--- config.mk ---
export PLATFORM = sky130hd
export DESIGN_NAME = pcrs_ctrl
export DESIGN_NICKNAME = d
export VERILOG_FILES = /design/src/rtl/pcrs_pkg.sv /design/src/rtl/pcrs_ctrl.sv
export SDC_FILE = /design/constraint.sdc
export NUM_CORES = 1
export LEC_CHECK = 0
export CAP_MARGIN = 20
export CORE_ASPECT_RATIO = 0.7
export CORE_MARGIN = 3
export CORE_UTILIZATION = 30
export CTS_BUF_LIST = sky130_fd_sc_hd__clkbuf_4
export DETAILED_ROUTE_END_ITERATION = 12
export DONT_BUFFER_PORTS = 1
export MAX_ROUTING_LAYER = met4
export PLACE_DENSITY = 0.45
export SLEW_MARGIN = 20
export SYNTH_ARGS = -nofsm -noshare
export SYNTH_HDL_FRONTEND = slang
export SYNTH_SLANG_ARGS = --single-unit
--- constraint.sdc ---
create_clock -name clk -period 19.5 [get_ports clk]
set_clock_uncertainty 0.15 [all_clocks]
set_input_delay 2.925 -clock clk [delete_from_list [all_inputs] [get_ports clk]]
set_output_delay 2.925 -clock clk [all_outputs]
set_load 0.1 [all_outputs]
--- src/rtl/pcrs_pkg.sv ---
// Shared types and constants for the prefix count / rank select block.
// No dependencies; imported by pcrs_ctrl and prefix_count_rank_select.
package pcrs_pkg;

	localparam int MAX_POS = 1024;                    // positions covered at most
	localparam int POS_W   = 11;                      // position field width
	localparam int SIZE_W  = 11;                      // size register width
	localparam int DATA_W  = 32;                      // node, delta, answer width
	localparam int ADDR_W  = $clog2(MAX_POS + 1);     // node address width
	localparam int DEPTH   = MAX_POS + 1;             // node 0 unused

	localparam logic [SIZE_W-1:0] SIZE_RESET = SIZE_W'(MAX_POS);

	typedef enum logic [1:0] {
		OP_ADD   = 2'd0,
		OP_SUM   = 2'd1,
		OP_FIND  = 2'd2,
		OP_CLEAR = 2'd3
	} op_t;

	// node store access from the sequencer
	typedef struct packed {
		logic              we;
		logic [ADDR_W-1:0] waddr;
		logic [DATA_W-1:0] wdata;
		logic [ADDR_W-1:0] raddr;
	} ram_req_t;

	// finished result offered to the output register
	typedef struct packed {
		logic              valid;
		logic [DATA_W-1:0] answer;
	} result_t;

endpackage

--- src/rtl/pcrs_ctrl.sv ---
// Sequencer for the tree walks, the find search and the clearing sweep.
// Depends on pcrs_pkg; drives the node RAM and reads its registered data.
module pcrs_ctrl
	import pcrs_pkg::*;
(
	input  logic              clk,
	input  logic              arst_n,
	input  logic              in_valid,
	output logic              in_ready,
	input  logic [1:0]        operation,
	input  logic [POS_W-1:0]  position,
	input  logic [DATA_W-1:0] operand_value,
	input  logic [ADDR_W-1:0] size,
	output result_t           res,
	input  logic              res_take,
	output ram_req_t          ram_req,
	input  logic [DATA_W-1:0] rdata
);

	typedef enum logic [6:0] {
		ST_IDLE  = 7'b0000001,
		ST_ADD   = 7'b0000010,
		ST_SUM   = 7'b0000100,
		ST_FCMP  = 7'b0001000,
		ST_FNEXT = 7'b0010000,
		ST_CLR   = 7'b0100000,
		ST_RESP  = 7'b1000000
	} state_t;

	state_t            state_q, state_d;
	logic [ADDR_W-1:0] addr_q, addr_d;
	logic [ADDR_W-1:0] lo_q, lo_d, hi_q, hi_d;
	logic [DATA_W-1:0] acc_q, acc_d, val_q, val_d, ans_q, ans_d;
	logic              find_q, find_d, clr_resp_q, clr_resp_d;

	logic [ADDR_W:0]   addr_ext, up_next, size_ext, mid_sum;
	logic [ADDR_W-1:0] dn_next, mid, sum_idx;
	logic [DATA_W-1:0] sum_total;
	logic              span_gt1, add_ok;

	assign addr_ext  = {1'b0, addr_q};
	assign size_ext  = {1'b0, size};
	// parent going up: add the lowest set bit
	assign up_next   = addr_ext + (addr_ext & (~addr_ext + (ADDR_W+1)'(1)));
	// next node going down: drop the lowest set bit
	assign dn_next   = addr_q & (addr_q - ADDR_W'(1));
	assign sum_total = acc_q + rdata;
	assign mid_sum   = {1'b0, lo_q} + {1'b0, hi_q};
	assign mid       = mid_sum[ADDR_W:1];
	assign span_gt1  = {1'b0, hi_q} > ({1'b0, lo_q} + (ADDR_W+1)'(1));
	assign add_ok    = (position != '0) && ({1'b0, position} <= size_ext);
	assign sum_idx   = ({1'b0, position} > size_ext) ? size : ADDR_W'(position);

	assign in_ready   = (state_q == ST_IDLE);
	assign res.valid  = (state_q == ST_RESP);
	assign res.answer = ans_q;

	always_comb begin
		state_d       = state_q;
		addr_d        = addr_q;
		lo_d          = lo_q;
		hi_d          = hi_q;
		acc_d         = acc_q;
		val_d         = val_q;
		ans_d         = ans_q;
		find_d        = find_q;
		clr_resp_d    = clr_resp_q;
		ram_req.we    = 1'b0;
		ram_req.waddr = addr_q;
		ram_req.wdata = rdata + val_q;
		ram_req.raddr = addr_q;

		unique case (state_q)
			ST_IDLE: begin
				if (in_valid) begin
					unique case (op_t'(operation))
						OP_ADD: begin
							val_d = operand_value;
							if (add_ok) begin
								ram_req.raddr = ADDR_W'(position);
								addr_d        = ADDR_W'(position);
								state_d       = ST_ADD;
							end else begin
								ans_d   = '0;
								state_d = ST_RESP;
							end
						end
						OP_SUM: begin
							find_d = 1'b0;
							acc_d  = '0;
							if (sum_idx != '0) begin
								ram_req.raddr = sum_idx;
								addr_d        = sum_idx;
								state_d       = ST_SUM;
							end else begin
								ans_d   = '0;
								state_d = ST_RESP;
							end
						end
						OP_FIND: begin
							val_d   = operand_value;
							lo_d    = '0;
							hi_d    = size;
							find_d  = 1'b1;
							state_d = ST_FNEXT;
						end
						OP_CLEAR: begin
							addr_d     = '0;
							clr_resp_d = 1'b1;
							state_d    = ST_CLR;
						end
					endcase
				end
			end
			ST_ADD: begin
				// rdata holds node addr_q; write it back and fetch the parent
				ram_req.we = 1'b1;
				if (up_next <= size_ext) begin
					ram_req.raddr = up_next[ADDR_W-1:0];
					addr_d        = up_next[ADDR_W-1:0];
				end else begin
					ans_d   = '0;
					state_d = ST_RESP;
				end
			end
			ST_SUM: begin
				acc_d = sum_total;
				if (dn_next != '0) begin
					ram_req.raddr = dn_next;
					addr_d        = dn_next;
				end else if (find_q) begin
					state_d = ST_FCMP;
				end else begin
					ans_d   = sum_total;
					state_d = ST_RESP;
				end
			end
			ST_FCMP: begin
				// lo and hi are unchanged during the walk, so mid is still the probe
				if ($signed(acc_q) >= $signed(val_q)) begin
					hi_d = mid;
				end else begin
					lo_d = mid;
				end
				state_d = ST_FNEXT;
			end
			ST_FNEXT: begin
				if (span_gt1) begin
					ram_req.raddr = mid;
					addr_d        = mid;
					acc_d         = '0;
					state_d       = ST_SUM;
				end else begin
					ans_d   = {{(DATA_W-ADDR_W){1'b0}}, hi_q};
					state_d = ST_RESP;
				end
			end
			ST_CLR: begin
				ram_req.we    = 1'b1;
				ram_req.wdata = '0;
				if (addr_q == ADDR_W'(MAX_POS)) begin
					if (clr_resp_q) begin
						ans_d   = '0;
						state_d = ST_RESP;
					end else begin
						state_d = ST_IDLE;
					end
				end else begin
					addr_d = addr_q + ADDR_W'(1);
				end
			end
			ST_RESP: begin
				if (res_take) begin
					state_d = ST_IDLE;
				end
			end
			default: begin
				state_d = ST_IDLE;
			end
		endcase
	end

	always_ff @(posedge clk or negedge arst_n) begin
		if (!arst_n) begin
			state_q    <= ST_CLR;
			addr_q     <= '0;
			clr_resp_q <= 1'b0;
			find_q     <= 1'b0;
		end else begin
			state_q    <= state_d;
			addr_q     <= addr_d;
			clr_resp_q <= clr_resp_d;
			find_q     <= find_d;
		end
	end

	always_ff @(posedge clk) begin
		lo_q  <= lo_d;
		hi_q  <= hi_d;
		acc_q <= acc_d;
		val_q <= val_d;
		ans_q <= ans_d;
	end

endmodule

After elaboration in Yosys (flattened, before gate mapping)
Index checks and enable logic that the tools add are counted.
{ "totals": {"wordCells": 125, "ff_bits": 138, "output_inout_bits": 89, "in_bits": 92} }
{ "op_classes": {"order_cmp": 5, "reduce_logical": 20, "bitwise": 3, "mux": 51, "n_addsub": 8, "eq_ne": 29} }
{ "op_table": {"columns": ["operator", "count"], "rows": [
  ["$mux W32", 13],
  ["$mux W11", 15],
  ["$pmux W32 S5", 1],
  ["$pmux W32 S3", 1],
  ["$mux W7", 10],
  ["$pmux W11 S2", 3],
  ["$add A32 B32 Y32", 2],
  ["$pmux W32 S2", 1],
  ["$pmux W11 S5", 1],
  ["$pmux W7 S7", 1],
  ["$pmux W11 S4", 1],
  ["$pmux W11 S3", 1],
  ["$reduce_bool A11 Y1", 3],
  ["$ge A32 B32 Y1", 1],
  ["$pmux W7 S4", 1],
  ["$ne A2 B2 Y1 const B", 11],
  ["$reduce_and A4 Y1", 4],
  ["$add A11 B1 Y12 const B", 1],
  ["$add A11 B11 Y12", 1],
  ["$add A11 B12 Y12", 1],
  ["$add A12 B1 Y12 const B", 1],
  ["$and A11 B12 Y12", 1],
  ["$gt A11 B12 Y1", 1],
  ["$le A12 B11 Y1", 1],
  ["31 further kinds", 39]
]} }

Longest topological paths before layout
{ "logic_depth": {"word_depth": 7, "depth_mapped": 22, "depth_no_buf": 19} }

Worst setup path before layout
No wires, ideal clock.
{ "synth_path": {"path_kind": "input to output", "from": "in rdata[5]", "to": "out ram_req[39] (netlist name)", "cell_stages": 10, "slack_ns": 9.258, "t_arrival_ns": 7.167, "n_path_buf": 0, "path_cell_list": "ha_1 > o21a_1 > o21ai_0 > a21oi_1 > o2111ai_1 > a21oi_1 > o31a_1 > o41ai_1 > a21oi_1 > nor3b_1"} }
{ "synth_lines": {"columns": ["element", "line_no", "rtl"], "rows": [
  ["start, declared", "pcrs_ctrl.sv:17", "input logic [DATA_W-1:0] rdata"],
  ["end, declared", "pcrs_ctrl.sv:16", "output ram_req_t ram_req,"]
]} }

==> flow_summary.json <==
{
  "final_cell_count_no_fill": 1996,
  "synthFlopType": "edfxtp_1",
  "grt_max_degree": 58,
  "async_reset_ff_frac": 0.1449,
  "crit_arrival_ns": 7.09,
  "cts_resized": 0,
  "status": "complete, no violations",
  "fmax_mhz": 98.42,
  "htreeDepth": 4,
  "cp_max_fo": 19,
  "hold_path.startpoint": "clr_resp_q",
  "slew_violations": 0,
  "antenna_found_initial": 5,
  "cts_hold_buffers": 0,
  "die_h_um": 177.5,
  "slowest_stage": "a221oi_4",
  "gp_congestion": 1.054,
  "yosysWarnings": 0,
  "hold_violations": 0,
  "drcViolationCount": 0,
  "dp_hpwl_um": 39040,
  "multi_input_area_um2": 8230,
  "rsz0062_at_grt": "no",
  "setup_viol": 0,
  "worst_hold_path_type": "flip-flop to flip-flop",
  "worstPathRequired_ns": 16.43,
  "tns_ns": 0,
  "drt_iter0_markers": 984,
  "initial_core_util": 0.3054,
  "synth-seq-area-share": 0.3210,
  "areaGrowthSynthToFinish_pct": 12.29,
  "synth_edf_count": 118,
  "post_drt_wl_per_cell_um": 24.25,
  "cts_tree": "yes",
  "powerDensity_nw_per_um2": 183.7,
  "core_um2": 41270,
  "cp-start-kind": "flip-flop",
  "drv_cap": 0,
  "nets": 1677,
  "clockBufferDepth": 2,
  "drt_wl_total_um": 48400,
  "power.total_uw": 2599,
  "via_count": 11420,
  "grt.overflow.total": 0,
  "synth-seq-cells": 138,
  "cts.clk_slew.worst_paths_ns": 0.11,
  "post_cts_buffers": 0,
  "r2r-start": "addr_q[0]",
  "synthesis.area_um2": 12600,
  "ys_types": 89,
  "clock_latency_ns": 0.60,
  "num-fill-cells": 4325,
  "slowest_delay_ns": 1.05,
  "crit_path_cell_trace": "buf_4, inv_1, ha_1, nand2b_1, o22ai_1, o31ai_2, nand2_1, nor2_1, a21oi_1, a21oi_1, ha_1, and4_1, and3_1, o31ai_1, a211oi_1, o221ai_2, a211oi_1, a221oi_4",
  "dieArea_um2": 44540,
  "io-pin-count": 181,
  "numClockSinks": 138,
  "cts_made_buffers": 17,
  "leakage_uw": 0.005868,
  "io_buffer_count": 0,
  "clock-root-buffer": "clkbuf_4",
  "startpoint": "addr_q[0]",
  "drive_gt1_frac": 0.1003,
  "vias_per_cell": 5.722,
  "dr.pass1.iters": 5,
  "final-seq-area_um2": 4050,
  "synthCells": 1419,
  "syn_area_per_cell_um2": 8.881,
  "slew-limit-headroom": 0.2303,
  "grt_pass1_wl_um": 71050,
  "syn_nets": 1663,
  "grtUsageTotal": 0.2198,
  "die_x_um": 251.0,
  "grt_pass1_vias": 10880,
  "fin_crit_ns": 10.16,
  "rows": 62,
  "worst-setup-path-type": "flip-flop to output port",
  "finalCritPeriodShare": 0.5210,
  "dp.cells": 1958,
  "end_kind": "output port",
  "tightest_slew_ns": 1.147,
  "final_antenna_net_count": 0,
  "ir_drop_mv": 0.09379
}
[kinds of logic after synthesis]
group,after synthesis,share of synthesized area
DFF,138,0.3210
xor gates and xnor gates,70,0.04865
AOI/OAI and AO/OA,456,0.2462
muxes,6,0.004865
adders and majority gates,152,0.1527
buffers and inverters,127,0.03922
and+or+nand+nor,470,0.1874
[final cells by class]
type | instances | area share
Multi-Input combinational cell | 1154 | 0.5816
Sequential cell | 138 | 0.2862
Tap cell | 544 | 0.04810
Timing Repair Buffer | 40 | 0.03908
Inverter | 82 | 0.02175
Clock inverter | 15 | 0.01317
Clock buffer | 17 | 0.009019
Antenna cell | 6 | 0.001061
[synthesized netlist by cell type, types with 9 or more instances]
cell type | n | share of area
ha_1 | 149 | 0.15
nor2_1 | 145 | 0.043
edfxtp_1 | 118 | 0.28
a21oi_1 | 101 | 0.040
nand2_1 | 97 | 0.029
o21ai_0 | 81 | 0.032
inv_1 | 78 | 0.023
a21o_1 | 66 | 0.039
xor2_1 | 40 | 0.028
nand3_1 | 38 | 0.015
nor3_1 | 34 | 0.014
clkbuf_1 | 32 | 0.0095
xnor2_1 | 30 | 0.021
and2_1 | 26 | 0.013
and3_1 | 21 | 0.010
dfrtp_1 | 19 | 0.038
o21a_1 | 18 | 0.011
a211oi_1 | 16 | 0.0095
nand4_1 | 16 | 0.0079
nand2b_1 | 15 | 0.0074
a31oi_1 | 14 | 0.0069
a22oi_1 | 13 | 0.0077
o211ai_1 | 13 | 0.0077
or3_1 | 13 | 0.0065
o21bai_1 | 12 | 0.0071
o31ai_1 | 12 | 0.0071
buf_2 | 11 | 0.0044
nor4_1 | 11 | 0.0055
o22ai_1 | 11 | 0.0055
nor2b_1 | 10 | 0.0050
a221oi_1 | 9 | 0.0063
o2111ai_1 | 9 | 0.0063
[metrics by stage]
| stage | hold WS (ns) | util | setup slack [ns] | instance area [um2] |
|---|---|---|---|---|
| final | 0.3950 | 0.3429 | 9.340 | 14150 |
| after global routing | 0.4057 | 0.3428 | 9.046 | 14150 |
| after CTS | 0.3940 | 0.3425 | 9.418 | 14140 |
| after detailed placement | 0.3632 | 0.3349 | 10.13 | 13820 |
| after global placement | 0.3658 | 0.3343 | 10.16 | 13790 |
| after floorplan | 0.3209 | - | 9.258 | 12600 |
[metal layers]
| metal | vias up | routed length [um] | GRT usage |
|---|---|---|---|
| met5 | - | 0 | - |
| met4 | 0 | 544 | 0.04443 |
| met3 | 34 | 4122 | 0.06431 |
| met2 | 425 | 19270 | 0.2924 |
| met1 | 5572 | 24460 | 0.3246 |
| li1 | 5390 | - | - |
[critical path, delay by kind of cell (launching register included)]
family	cells	cell delay (ns)
compound gates	9	3.68
fa+ha+maj	2	0.88
buf+inv	2	0.60
flops	1	0.37
simple gates	5	0.97
[cell usage in the layout, fill, tap and decap left out, drive strengths merged, types with 27 or more instances in the layout]
| cell type | netlist | layout |
|---|---|---|
| ha | 149 | 149 |
| nor2 | 146 | 146 |
| edfxtp | 118 | 118 |
| a21oi | 102 | 102 |
| nand2 | 97 | 97 |
| inv | 81 | 87 |
| o21ai | 83 | 83 |
| a21o | 66 | 66 |
| xor2 | 40 | 40 |
| nand3 | 38 | 38 |
| buf | 13 | 37 |
| nor3 | 34 | 34 |
| xnor2 | 30 | 30 |
| and2 | 27 | 27 |
[state kept, by name, indices dropped and copies added (netlist names)]
| register | count |
|---|---|
| acc_q | 32 |
| find_q | 1 |
| ans_q | 32 |
| val_q | 32 |
| state_q | 7 |
| addr_q | 11 |
| hi_q | 11 |
| clr_resp_q | 1 |
| lo_q | 11 |
[path summary, 6_finish.rpt]
path / end / slack, ns / cells after the start
worst min register to register: clr_resp_q / 0.39 / 1
worst max-delay path: ram_req[10] / 9.34 / 18
worst max register to register: ans_q[30] / 12.97 / 19
max in group asynchronous: state_q[5] / 17.13 / 0
worst min-delay path: clr_resp_q / 0.39 / 1
min in group asynchronous: addr_q[9] / 1.85 / 0
[report_power, final]
group | internal (uW) | switching, uW | leakage [uW] | total (uW)
registers | 440 | 360 | 0.00134 | 799
clock network | 91.2 | 129 | 0.000157 | 220
logic | 430 | 1150 | 0.00437 | 1580
Note: power is estimated with default switching activity, not from simulation.
